<file path="src/path_lateral_error_segmenter_core_defines.svh">
// ----------------------------------------------------------------------------
// Assertion macros for the path lateral error segmenter
// Concurrent property forms used by ples_controller.
// ----------------------------------------------------------------------------
`ifndef PATH_LATERAL_ERROR_SEGMENTER_CORE_DEFINES_SVH
`define PATH_LATERAL_ERROR_SEGMENTER_CORE_DEFINES_SVH

// Expression must never hold at a clock edge outside reset.
`define PLES_ASSERT_NEVER(label, clk, rst, expr) \
  label: assert property (@(posedge clk) disable iff (rst) !(expr)) \
    else $error("ples assertion failed: forbidden condition");

// Antecedent implies consequent in the same cycle.
`define PLES_ASSERT_IMPL(label, clk, rst, ante, cons) \
  label: assert property (@(posedge clk) disable iff (rst) (ante) |-> (cons)) \
    else $error("ples assertion failed: implication");

// Antecedent implies consequent in the next cycle.
`define PLES_ASSERT_NEXT(label, clk, rst, ante, cons) \
  label: assert property (@(posedge clk) disable iff (rst) (ante) |=> (cons)) \
    else $error("ples assertion failed: next-cycle implication");

`endif

</file>
<file path="src/ples_pkg.sv">
// ----------------------------------------------------------------------------
// ples_pkg
// Types, constants and tables shared by the segmenter modules.
// ----------------------------------------------------------------------------
package ples_pkg;

  localparam int MAX_POINTS   = 65536;
  localparam int CORDIC_STEPS = 16;
  localparam int PIDX_W       = $clog2(MAX_POINTS);
  localparam int STEP_W       = $clog2(CORDIC_STEPS);

  localparam logic signed [16:0] CORDIC_GAIN = 17'sd19898;

  localparam logic [1:0] CFG_LAT_TOL   = 2'd0;
  localparam logic [1:0] CFG_FRONT_OFF = 2'd1;
  localparam logic [1:0] CFG_REAR_OFF  = 2'd2;

  localparam logic [30:0]        LAT_TOL_RESET   = 31'd6554;
  localparam logic signed [31:0] FRONT_OFF_RESET = 32'sd262144;
  localparam logic signed [31:0] REAR_OFF_RESET  = -32'sd65536;

  typedef struct packed {
    logic signed [31:0] point_x;
    logic signed [31:0] point_y;
    logic [15:0]        heading;
    logic [31:0]        arc_length;
    logic               final_point;
  } ples_in_t;

  typedef struct packed {
    logic [15:0]        end_index;
    logic signed [31:0] start_x;
    logic signed [31:0] start_y;
    logic signed [31:0] end_x;
    logic signed [31:0] end_y;
    logic [31:0]        start_station;
    logic [31:0]        end_station;
    logic signed [31:0] rear_x;
    logic signed [31:0] rear_y;
    logic signed [31:0] front_x;
    logic signed [31:0] front_y;
    logic               path_done;
  } ples_out_t;

  typedef enum logic [2:0] {
    S_IDLE, S_CORDIC, S_OFFMUL, S_LATSUM, S_LATMUL, S_SPLIT, S_REARMUL, S_FIN
  } ples_state_t;

  typedef struct packed {
    logic capture;
    logic step;
    logic off_mul;
    logic lat_sum;
    logic rear_mul;
    logic lat_mul;
    logic commit;
    logic load;
    logic load_done;
    logic rearm;
  } ples_cmd_t;

  typedef struct packed {
    logic step_done;
    logic split;
    logic fin;
    logic out_busy;
  } ples_status_t;

  // Arctangent of 2^-k, 2^32 units per circle.
  function automatic logic [31:0] atan_angle(input logic [4:0] k);
    logic [31:0] a;
    unique case (k)
      5'd0:  a = 32'h20000000;
      5'd1:  a = 32'h12E4051E;
      5'd2:  a = 32'h09FB385B;
      5'd3:  a = 32'h051111D4;
      5'd4:  a = 32'h028B0D43;
      5'd5:  a = 32'h0145D7E1;
      5'd6:  a = 32'h00A2F61E;
      5'd7:  a = 32'h00517C55;
      5'd8:  a = 32'h0028BE53;
      5'd9:  a = 32'h00145F2F;
      5'd10: a = 32'h000A2F98;
      5'd11: a = 32'h000517CC;
      5'd12: a = 32'h00028BE6;
      5'd13: a = 32'h000145F3;
      5'd14: a = 32'h0000A2FA;
      5'd15: a = 32'h0000517D;
      5'd16: a = 32'h000028BE;
      5'd17: a = 32'h0000145F;
      5'd18: a = 32'h00000A30;
      5'd19: a = 32'h00000518;
      5'd20: a = 32'h0000028C;
      5'd21: a = 32'h00000146;
      5'd22: a = 32'h000000A3;
      5'd23: a = 32'h00000051;
      default: a = 32'h0;
    endcase
    return a;
  endfunction

endpackage

</file>
<file path="src/ples_controller.sv">
// ----------------------------------------------------------------------------
// ples_controller
// Sequencer for one point: capture, rotate, multiply, decide, emit.
// ----------------------------------------------------------------------------
`include "path_lateral_error_segmenter_core_defines.svh"

module ples_controller (
  input  logic                   clk,
  input  logic                   rst,
  input  logic                   in_valid,
  output logic                   in_stall,
  input  ples_pkg::ples_status_t status,
  output ples_pkg::ples_cmd_t    cmd
);

  ples_pkg::ples_state_t state, state_next;

  always_ff @(posedge clk) begin
    if (rst) begin
      state <= ples_pkg::S_IDLE;
    end else begin
      state <= state_next;
    end
  end

  assign in_stall = (state != ples_pkg::S_IDLE);

  always_comb begin
    cmd        = '0;
    state_next = state;
    unique case (state)
      ples_pkg::S_IDLE: begin
        if (in_valid) begin
          cmd.capture = 1'b1;
          state_next  = ples_pkg::S_CORDIC;
        end
      end
      ples_pkg::S_CORDIC: begin
        cmd.step = 1'b1;
        if (status.step_done) state_next = ples_pkg::S_OFFMUL;
      end
      ples_pkg::S_OFFMUL: begin
        cmd.off_mul = 1'b1;
        state_next  = ples_pkg::S_LATSUM;
      end
      ples_pkg::S_LATSUM: begin
        cmd.lat_sum  = 1'b1;
        cmd.rear_mul = 1'b1;
        state_next   = ples_pkg::S_LATMUL;
      end
      ples_pkg::S_LATMUL: begin
        cmd.lat_mul = 1'b1;
        state_next  = ples_pkg::S_SPLIT;
      end
      ples_pkg::S_SPLIT: begin
        if (!(status.split && status.out_busy)) begin
          cmd.commit = 1'b1;
          cmd.load   = status.split;
          state_next = status.fin ? ples_pkg::S_REARMUL : ples_pkg::S_IDLE;
        end
      end
      ples_pkg::S_REARMUL: begin
        cmd.rear_mul = 1'b1;
        state_next   = ples_pkg::S_FIN;
      end
      ples_pkg::S_FIN: begin
        if (!status.out_busy) begin
          cmd.load      = 1'b1;
          cmd.load_done = 1'b1;
          cmd.rearm     = 1'b1;
          state_next    = ples_pkg::S_IDLE;
        end
      end
      default: state_next = ples_pkg::S_IDLE;
    endcase
  end

  `PLES_ASSERT_NEVER(a_no_overwrite, clk, rst, cmd.load && status.out_busy)
  `PLES_ASSERT_NEXT(a_busy_after_take, clk, rst, in_valid && !in_stall, in_stall)
  `PLES_ASSERT_IMPL(a_rearm_on_final, clk, rst, cmd.rearm, status.fin && cmd.load_done)

endmodule

</file>
<file path="config.mk">
export PLATFORM = sky130hd
export DESIGN_NAME = ples_controller
export DESIGN_NICKNAME = d
export VERILOG_FILES = /design/src/ples_pkg.sv /design/src/ples_controller.sv
export VERILOG_INCLUDE_DIRS = /design/src /design/src/src
export SDC_FILE = /design/constraint.sdc
export NUM_CORES = 1
export LEC_CHECK = 0
export BUFFER_PORTS_ARGS = -buffer_cell sky130_fd_sc_hd__buf_2
export CORE_AREA = 2 2 39 41
export CTS_BUF_LIST = sky130_fd_sc_hd__clkbuf_16
export CTS_CLUSTER_SIZE = 30
export DETAILED_ROUTE_END_ITERATION = 6
export DIE_AREA = 0 0 41 43
export SETUP_SLACK_MARGIN = 0.2
export SLEW_MARGIN = 25
export SYNTH_ARGS = -nofsm -noshare
export SYNTH_HDL_FRONTEND = slang
export SYNTH_SLANG_ARGS = --single-unit
export TNS_END_PERCENT = 100
</file>
<file path="constraint.sdc">
create_clock -name clk -period 2.84 [get_ports clk]
set_input_delay 0.284 -clock clk [delete_from_list [all_inputs] [get_ports clk]]
set_output_delay 0.284 -clock clk [all_outputs]
set_load 0.02 [all_outputs]
</file>
### Word level (Yosys, flattened, before mapping)

Cells that the tools add are included.
W data, S select, Z words.

* register bits after elaboration: 3
* output and inout port bits: 11

* muxes and demuxes: 18
* equal/unequal tests: 11
* reductions and logical operators: 5

Operators with widths (number)
* $pmux W3 S8: 1
* $mux W3: 6
* $eq A3 B3 Y1 const B: 4
* $mux W1: 8
* $ne A2 B2 Y1 const B: 4
* $eq A3 B2 Y1 const B: 2
* $mux W2: 2
* $reduce_and A4 Y1: 1
* $eq A3 B1 Y1 const B: 1
* $logic_not A3 Y1: 1
* $reduce_bool A3 Y1: 1
* $pmux W1 S2: 1
* $reduce_or A2 Y1: 1
* $logic_and A1 B1 Y1: 1

### Depth between registers and ports, before layout

Gate-level depths: netlist (run 1).

* word-level depth: 3
* mapped depth: 4
* gate-level depth less buffers: 3

### Least setup slack after synthesis (run 1)

OpenSTA, ideal clock, no wires.

* path kind: register -> output
* start: reg state[2]
* end: out cmd[1] (netlist name)
* slack: 1.058 ns
* cell stages (with the launch flop): 4
* data arrival time: 1.498 ns
* buffers on the path: 2
* cell sequence: dfxtp_1 -> clkbuf_1 -> nor3b_1 -> buf_4

RTL lines
* start: declaration: line ples_controller.sv:16 `ples_pkg::ples_state_t state, state_next;`
* start signal: assignment: line ples_controller.sv:20 `state <= ples_pkg::S_IDLE;`
* start signal: assignment: line ples_controller.sv:22 `state <= state_next;`
* end: declaration: line ples_controller.sv:13 `output ples_pkg::ples_cmd_t cmd`

==> results of run 1 <==
[synth_stat cells (2+ instances only)]
cell and n:
and3_1 2, nor3b_1 3, nand2_1 2, dfxtp_1 3, nor2_1 4, inv_1 3
nor2b_1 3, o21ai_0 3, and2_1 2
[worst paths after layout]
kind	cells after the start	slack, ps	endpoint
worst min register to register	2	650	state[1]
worst max-delay path	3	1160	cmd[2]
worst max register to register	3	1400	state[1]
worst min-delay path	2	250	state[1]
[final cells by class]
type / count / area, sq um
Clock buffer: 3 / 75.07
Tap cell: 16 / 20.02
Fill cell: 168 / 927.1
Sequential cell: 3 / 60.06
Inverter: 3 / 11.26
Clock inverter: 1 / 3.754
Multi-Input combinational cell: 32 / 201.4
Timing Repair Buffer: 17 / 85.08
[cells by family after synthesis]
logic type,count (synthesis)
AND/OR/NAND/NOR,22
AO/OA/AOI/OAI,8
buffers and inverters,7
flip-flops,3
XOR/XNOR,1
multiplexers,1
[power by group through the flow]
| stage | combinational, W | sequential [W] | clock, W |
|---|---|---|---|
| after floorplan | 0.0000885 | 0.0000555 | 0 |
| after global placement | 0.0000966 | 0.0000719 | 0 |
| after detailed placement | 0.0000960 | 0.0000729 | 0 |
| after CTS | 0.0000964 | 0.0000722 | 0.000224 |
| after global routing | 0.000107 | 0.0000751 | 0.000229 |
| final | 0.0000949 | 0.0000720 | 0.000222 |
[worst max-delay path: cells and delay by family, from the launching register on]
kind / cells / cell delay (ps)
DFF: 1 / 530
and+or+nand+nor: 1 / 290
buffers and inverters: 2 / 350
[stage by stage]
stage,util (%),instances,hold slack (ps),setup WS (ps),total power (W)
floorplan,-,42,353.1,1058,0.0001441
global placement,27.31,71,490.4,1382,0.0001685
detailed placement,27.31,71,483.4,1381,0.0001689
CTS,33.00,75,253.3,1135,0.0003924
global route,33.00,75,265.9,997.6,0.0004116
finish,33.00,75,254.4,1160,0.0003889
[per-layer routing]
layer / share of wire [%] / wire length [microns] / vias up / track usage, %
met5: 0 / 0 / - / 0
met4: 2.6 / 19 / 0 / 10.00
met3: 6.0 / 44 / 2 / 4.712
met2: 49 / 362 / 11 / 15.00
met1: 42 / 312 / 147 / 11.25
li1: - / - / 179 / -
==> results.cfg, run 1 <==
[sta]
setup_violations = 0
rsz0062_at_grt = no
max_freq_mhz = 595.4
drv_slew = 0
fin_crit_ps = 1680
finalCritPeriodShare_pct = 59.14
hold_viol = 0
worst_pin_slew_ps = 430.8
tns_ps = 0
skew_ps = 0.7618
maxSlewHeadroom_pct = 71.24

[critical_path]
r2r-start = state[0]
crit_required_ps = 2560
critPathLaunch = state[0]
slowest_delay_ps = 530
start_kind = flop
crit_chain = inv_1 -> nor4b_1 -> buf_2
crit_fanout = 11
arrival_ps = 1400
slowest_stage = dfxtp_1
critPathKind = reg2out
cp-end-kind = output pin

[power_and_ir_drop]
power_density_mw_per_mm2 = 851.5
pwr-share-seq_pct = 18.5
power_leakage_nw = 0.2407
comb_power_share_pct = 24.4
peakVddDrop_uv = 187.0
power_frac_clock_pct = 57.1
internal_power_w = 0.0002736
switchingPower_w = 0.0001153
netSwitchingFraction_pct = 29.64

[final_layout]
largest_register_ffs = 3
drive_gt1_share_pct = 35.59
final_cell_mix = 17 x buf_2, 4 x inv_1, 4 x nor2_1
fin_nets = 67
fin_area_sq_um = 456.7
syn_to_final_growth_pct = 52.08
largest-register = state
largestRegisters = state (3)
antenna_cells = 0
mostFrequentLayoutCell = buf_2

[synth]
muxShareOfSynthArea_pct = 3.333
yosysTopAreaCell = dfxtp_1
synth.distinct_cells = 26
synthCells = 42
synthAdderAreaFrac_pct = 0
synth-compound-area-share_pct = 17.08
ys_async_sr_fraction_pct = 0
synth_xor_area_share_pct = 2.917
ys_warn_count = 0
synth-simple-area-share_pct = 43.75
synth_top_family_by_area = simple AND/OR/NAND/NOR gates
synthTopCellsByArea = dfxtp_1 20%, nor3b_1 7.5%, nor2b_1 6.3%, o21ai_0 5.0%, nor2_1 5.0%
ys.flop_type = dfxtp_1
synth-edff-count = 0
yosys_register_bits = 3
syn_area_sq_um = 300.3
yosysSeqAreaShare_pct = 20.00
synth_fp_nets = 49
synth_top_area_share_pct = 20.00
syn_avg_cell_area_sq_um = 7.150

[global_route]
groute.usage.overall_pct = 10.74
grt_max_degree = 17
grt_pass1_wl_mm = 1.221
antenna_found_initial = 0
overflow = 0
grt_pass1_vias = 301

[floorplan]
initial_core_util_pct = 21.70
die_w_microns = 41
rows = 14
io_pins = 18
die_area_sq_mm = 0.001763
core_area_sq_mm = 0.001384
die-height_microns = 43

[clock_network]
htreeDepth = 1
holdBufCountCts = 0
cts_buffers = 3
clk_pin_slew_ps = 30
cts_tree = yes
cts_setup_buffers = 0
clock-root-buffer = clkbuf_16
clk_latency_ps = 220
clock-sinks = 3
cts_buffer_depth = 2
cts_resized = 0

[placed_design]
placedInstanceArea_sq_um = 377.9
place.gp.congestion = 0.8676
numPortBuffers = 17
hpwl_microns = 550.1

[drt]
drt_iter0_drc = 2
vias = 339
routedWlPerCell_microns = 9.827
viasPerCell = 4.520
route.detailed.drc = 0
postRouteAntennaNets = 0
wl_microns = 737
drtPass1Iterations = 2

[run_status]
status = finished, final reports clean

[min_path]
holdCritStartpoint = rst
hp-class = in2reg

[flow_run]
cap_viol_max_count = 0
Power figures use the tool's default switching activity.
==> run 2, diff against run 1 <==
Settings changed: ABC_AREA set to 1.
Clock period 2.84 ns to 1.5 ns, I/O delays scaled along.
==> results.cfg, run 2 <==
[drt]
route.detailed.drc = 0
routedWlPerCell_microns = 8.594
drtPass1Iterations = 4
wl_microns = 825
vias = 413
drt_iter0_drc = 3
viasPerCell = 4.302
postRouteAntennaNets = 0

[critical_path]
crit_cells = 4
reg2reg_slack_ps = 370
slowest_delay_ps = 380
cp_top_family = simple AND/OR/NAND/NOR gates
crit_fanout = 7
start_kind = flop
r2r-start = state[0]
arrival_ps = 1160
r2r_cells = 8
cp-end-kind = output pin
r2r-end = state[1]
slowest_stage = dfxtp_4
path_buf_inv = 1
critPathLaunch = state[0]
critical_path.endpoint = cmd[1]
crit_chain = nand2_4 -> or2_4 -> nor2_4 -> buf_6
crit_required_ps = 1350
critPathKind = reg2out

[global_route]
antenna_found_initial = 0
grt_max_degree = 8
groute.usage.overall_pct = 11.24
grt_pass1_wl_mm = 1.304
overflow = 0
grt_pass1_vias = 337

[synth]
synthCells = 58
ys_warn_count = 0
synth_common_cells = 13 x nand2_1, 11 x inv_1, 11 x nor2_1
yosysSeqAreaShare_pct = 18.53
synth-edff-count = 0
yosys_register_bits = 3
ys_async_sr_fraction_pct = 0
synthTopCellsByArea = dfxtp_1 19%, nand2_1 15%, inv_1 13%, nor2_1 13%, nand3_2 6.2%
synth_top_area_share_pct = 18.53
yosysTopAreaCell = dfxtp_1
yosysMostFrequentCell = nand2_1
ys.flop_type = dfxtp_1
synth.distinct_cells = 15
syn_avg_cell_area_sq_um = 5.587
synth_fp_nets = 65
syn_area_sq_um = 324.1

[final_layout]
largest_register_ffs = 3
largestRegisters = state (3)
fill_cells = 157
syn_to_final_growth_pct = 75.29
fin_nets = 88
final_cell_mix = 13 x nand2_1, 13 x buf_2, 12 x inv_1
antenna_cells = 0
drive_gt1_share_pct = 46.25
largest-register = state
stdcell_count = 96

[floorplan]
core_area_sq_mm = 0.001384
die_w_microns = 41
die-height_microns = 43
initial_core_util_pct = 23.42
rows = 14
io_pins = 18
die_area_sq_mm = 0.001763

[clock_network]
holdBufCountCts = 0
clk_pin_slew_ps = 30
cts_buffers = 3
clock-root-buffer = clkbuf_16
cts_buffer_depth = 2
cts_tree = yes
clock-sinks = 3
htreeDepth = 1
clk_latency_ps = 220

[power_and_ir_drop]
switchingPower_w = 0.0005078
netSwitchingFraction_pct = 41.78
internal_power_w = 0.0007078
power_frac_clock_pct = 34.2
comb_power_share_pct = 50.0
pwr-share-seq_pct = 15.8
peakVddDrop_uv = 873.1
power_density_mw_per_mm2 = 2140
power_leakage_nw = 0.3409

[sta]
drv_slew = 0
max_freq_mhz = 766.1
worst_slack_ps = 194.7
maxSlewHeadroom_pct = 84.10
worst_pin_slew_ps = 237.7
finalCritPeriodShare_pct = 87.02
rsz0062_at_grt = yes
tns_ps = 0
hold_viol = 0
fin_crit_ps = 1305
setup_violations = 0
skew_ps = 0.5337
timing.hold.ws_ps = 90.55

[min_path]
hp-class = in2reg

[flow_run]
cap_viol_max_count = 0

[placed_design]
pre_cts_ws_ps = 245.1
place.gp.congestion = 0.7124
hpwl_microns = 622.2
dp_cells = 91
numPortBuffers = 17

[run_status]
status = finished, final reports clean
-- run 2: changes by cell type after synthesis, sizes merged, moves of 2 or more --
cell,previous run,this run
nand2,2,16
nor2,4,14
inv,3,11
nand3,0,4
nor2b,3,0
nor3,1,4
nor3b,3,0
o21ai,3,0
and2,2,0
and3,2,0
-- run 2: power by group through the flow --
| stage | clock (W) | combinational, W | sequential [W] |
|---|---|---|---|
| after floorplan | 0 | 0.000450 | 0.000145 |
| after global placement | 0 | 0.000582 | 0.000171 |
| after detailed placement | 0 | 0.000579 | 0.000175 |
| after CTS | 0.000425 | 0.000586 | 0.000189 |
| after global routing | 0.000431 | 0.000684 | 0.000201 |
| final | 0.000416 | 0.000608 | 0.000192 |
-- run 2: what timing repair did --
action,CTS,global route
buffers inserted,0,1
gates resized for setup,9,7
hold endpoints to repair,0,0
pin swaps,0,0
setup endpoints to repair,6,5
gates cloned,0,0
-- run 2: worst min path at each step --
stage | endpoint | cells past startpoint | startpoint | slack, ps
final | state[0] | 2 | rst | 90
after global routing | state[0] | 2 | rst | 100
after CTS | state[0] | 2 | rst | 90
after detailed placement | state[0] | 2 | rst | 330
after global placement | state[0] | 2 | rst | 330
after floorplan | state[0] | 1 | rst | 220
-- run 2: per-stage QoR --
stage	total power (W)	area [sq um]	util, %
2_1_floorplan	0.0005956	331.6	-
3_3_place_gp	0.0007529	436.7	31.56
3_5_place_dp	0.0007532	436.7	31.56
4_1_cts	0.001200	534.3	38.61
5_1_grt	0.001316	568.0	41.05
6_report	0.001216	568.0	41.05
-- run 2: area by class of cell --
cell class | instances | area [sq um] | area share, %
clock inverters | 1 | 3.754 | 0.6608
well taps | 16 | 20.02 | 3.524
repair buffers | 20 | 128.9 | 22.69
flip-flops and latches | 3 | 68.82 | 12.11
inverters | 11 | 41.29 | 7.269
multi-input cells | 42 | 230.2 | 40.53
clock buffers | 3 | 75.07 | 13.22
-- run 2: logic make-up after synthesis --
group           share of synthesized area, %
compound gates                         3.860
buf+inv                                17.37
flops                                  18.53
simple gates                           60.24
-- run 2: layer usage --
| metal | track usage [%] | wire [microns] | up-vias |
|---|---|---|---|
| met5 | 0 | 0 | - |
| met2 | 15.94 | 420 | 9 |
| met3 | 4.712 | 36 | 2 |
| met4 | 6.000 | 16 | 0 |
| met1 | 13.83 | 352 | 183 |
| li1 | - | - | 219 |
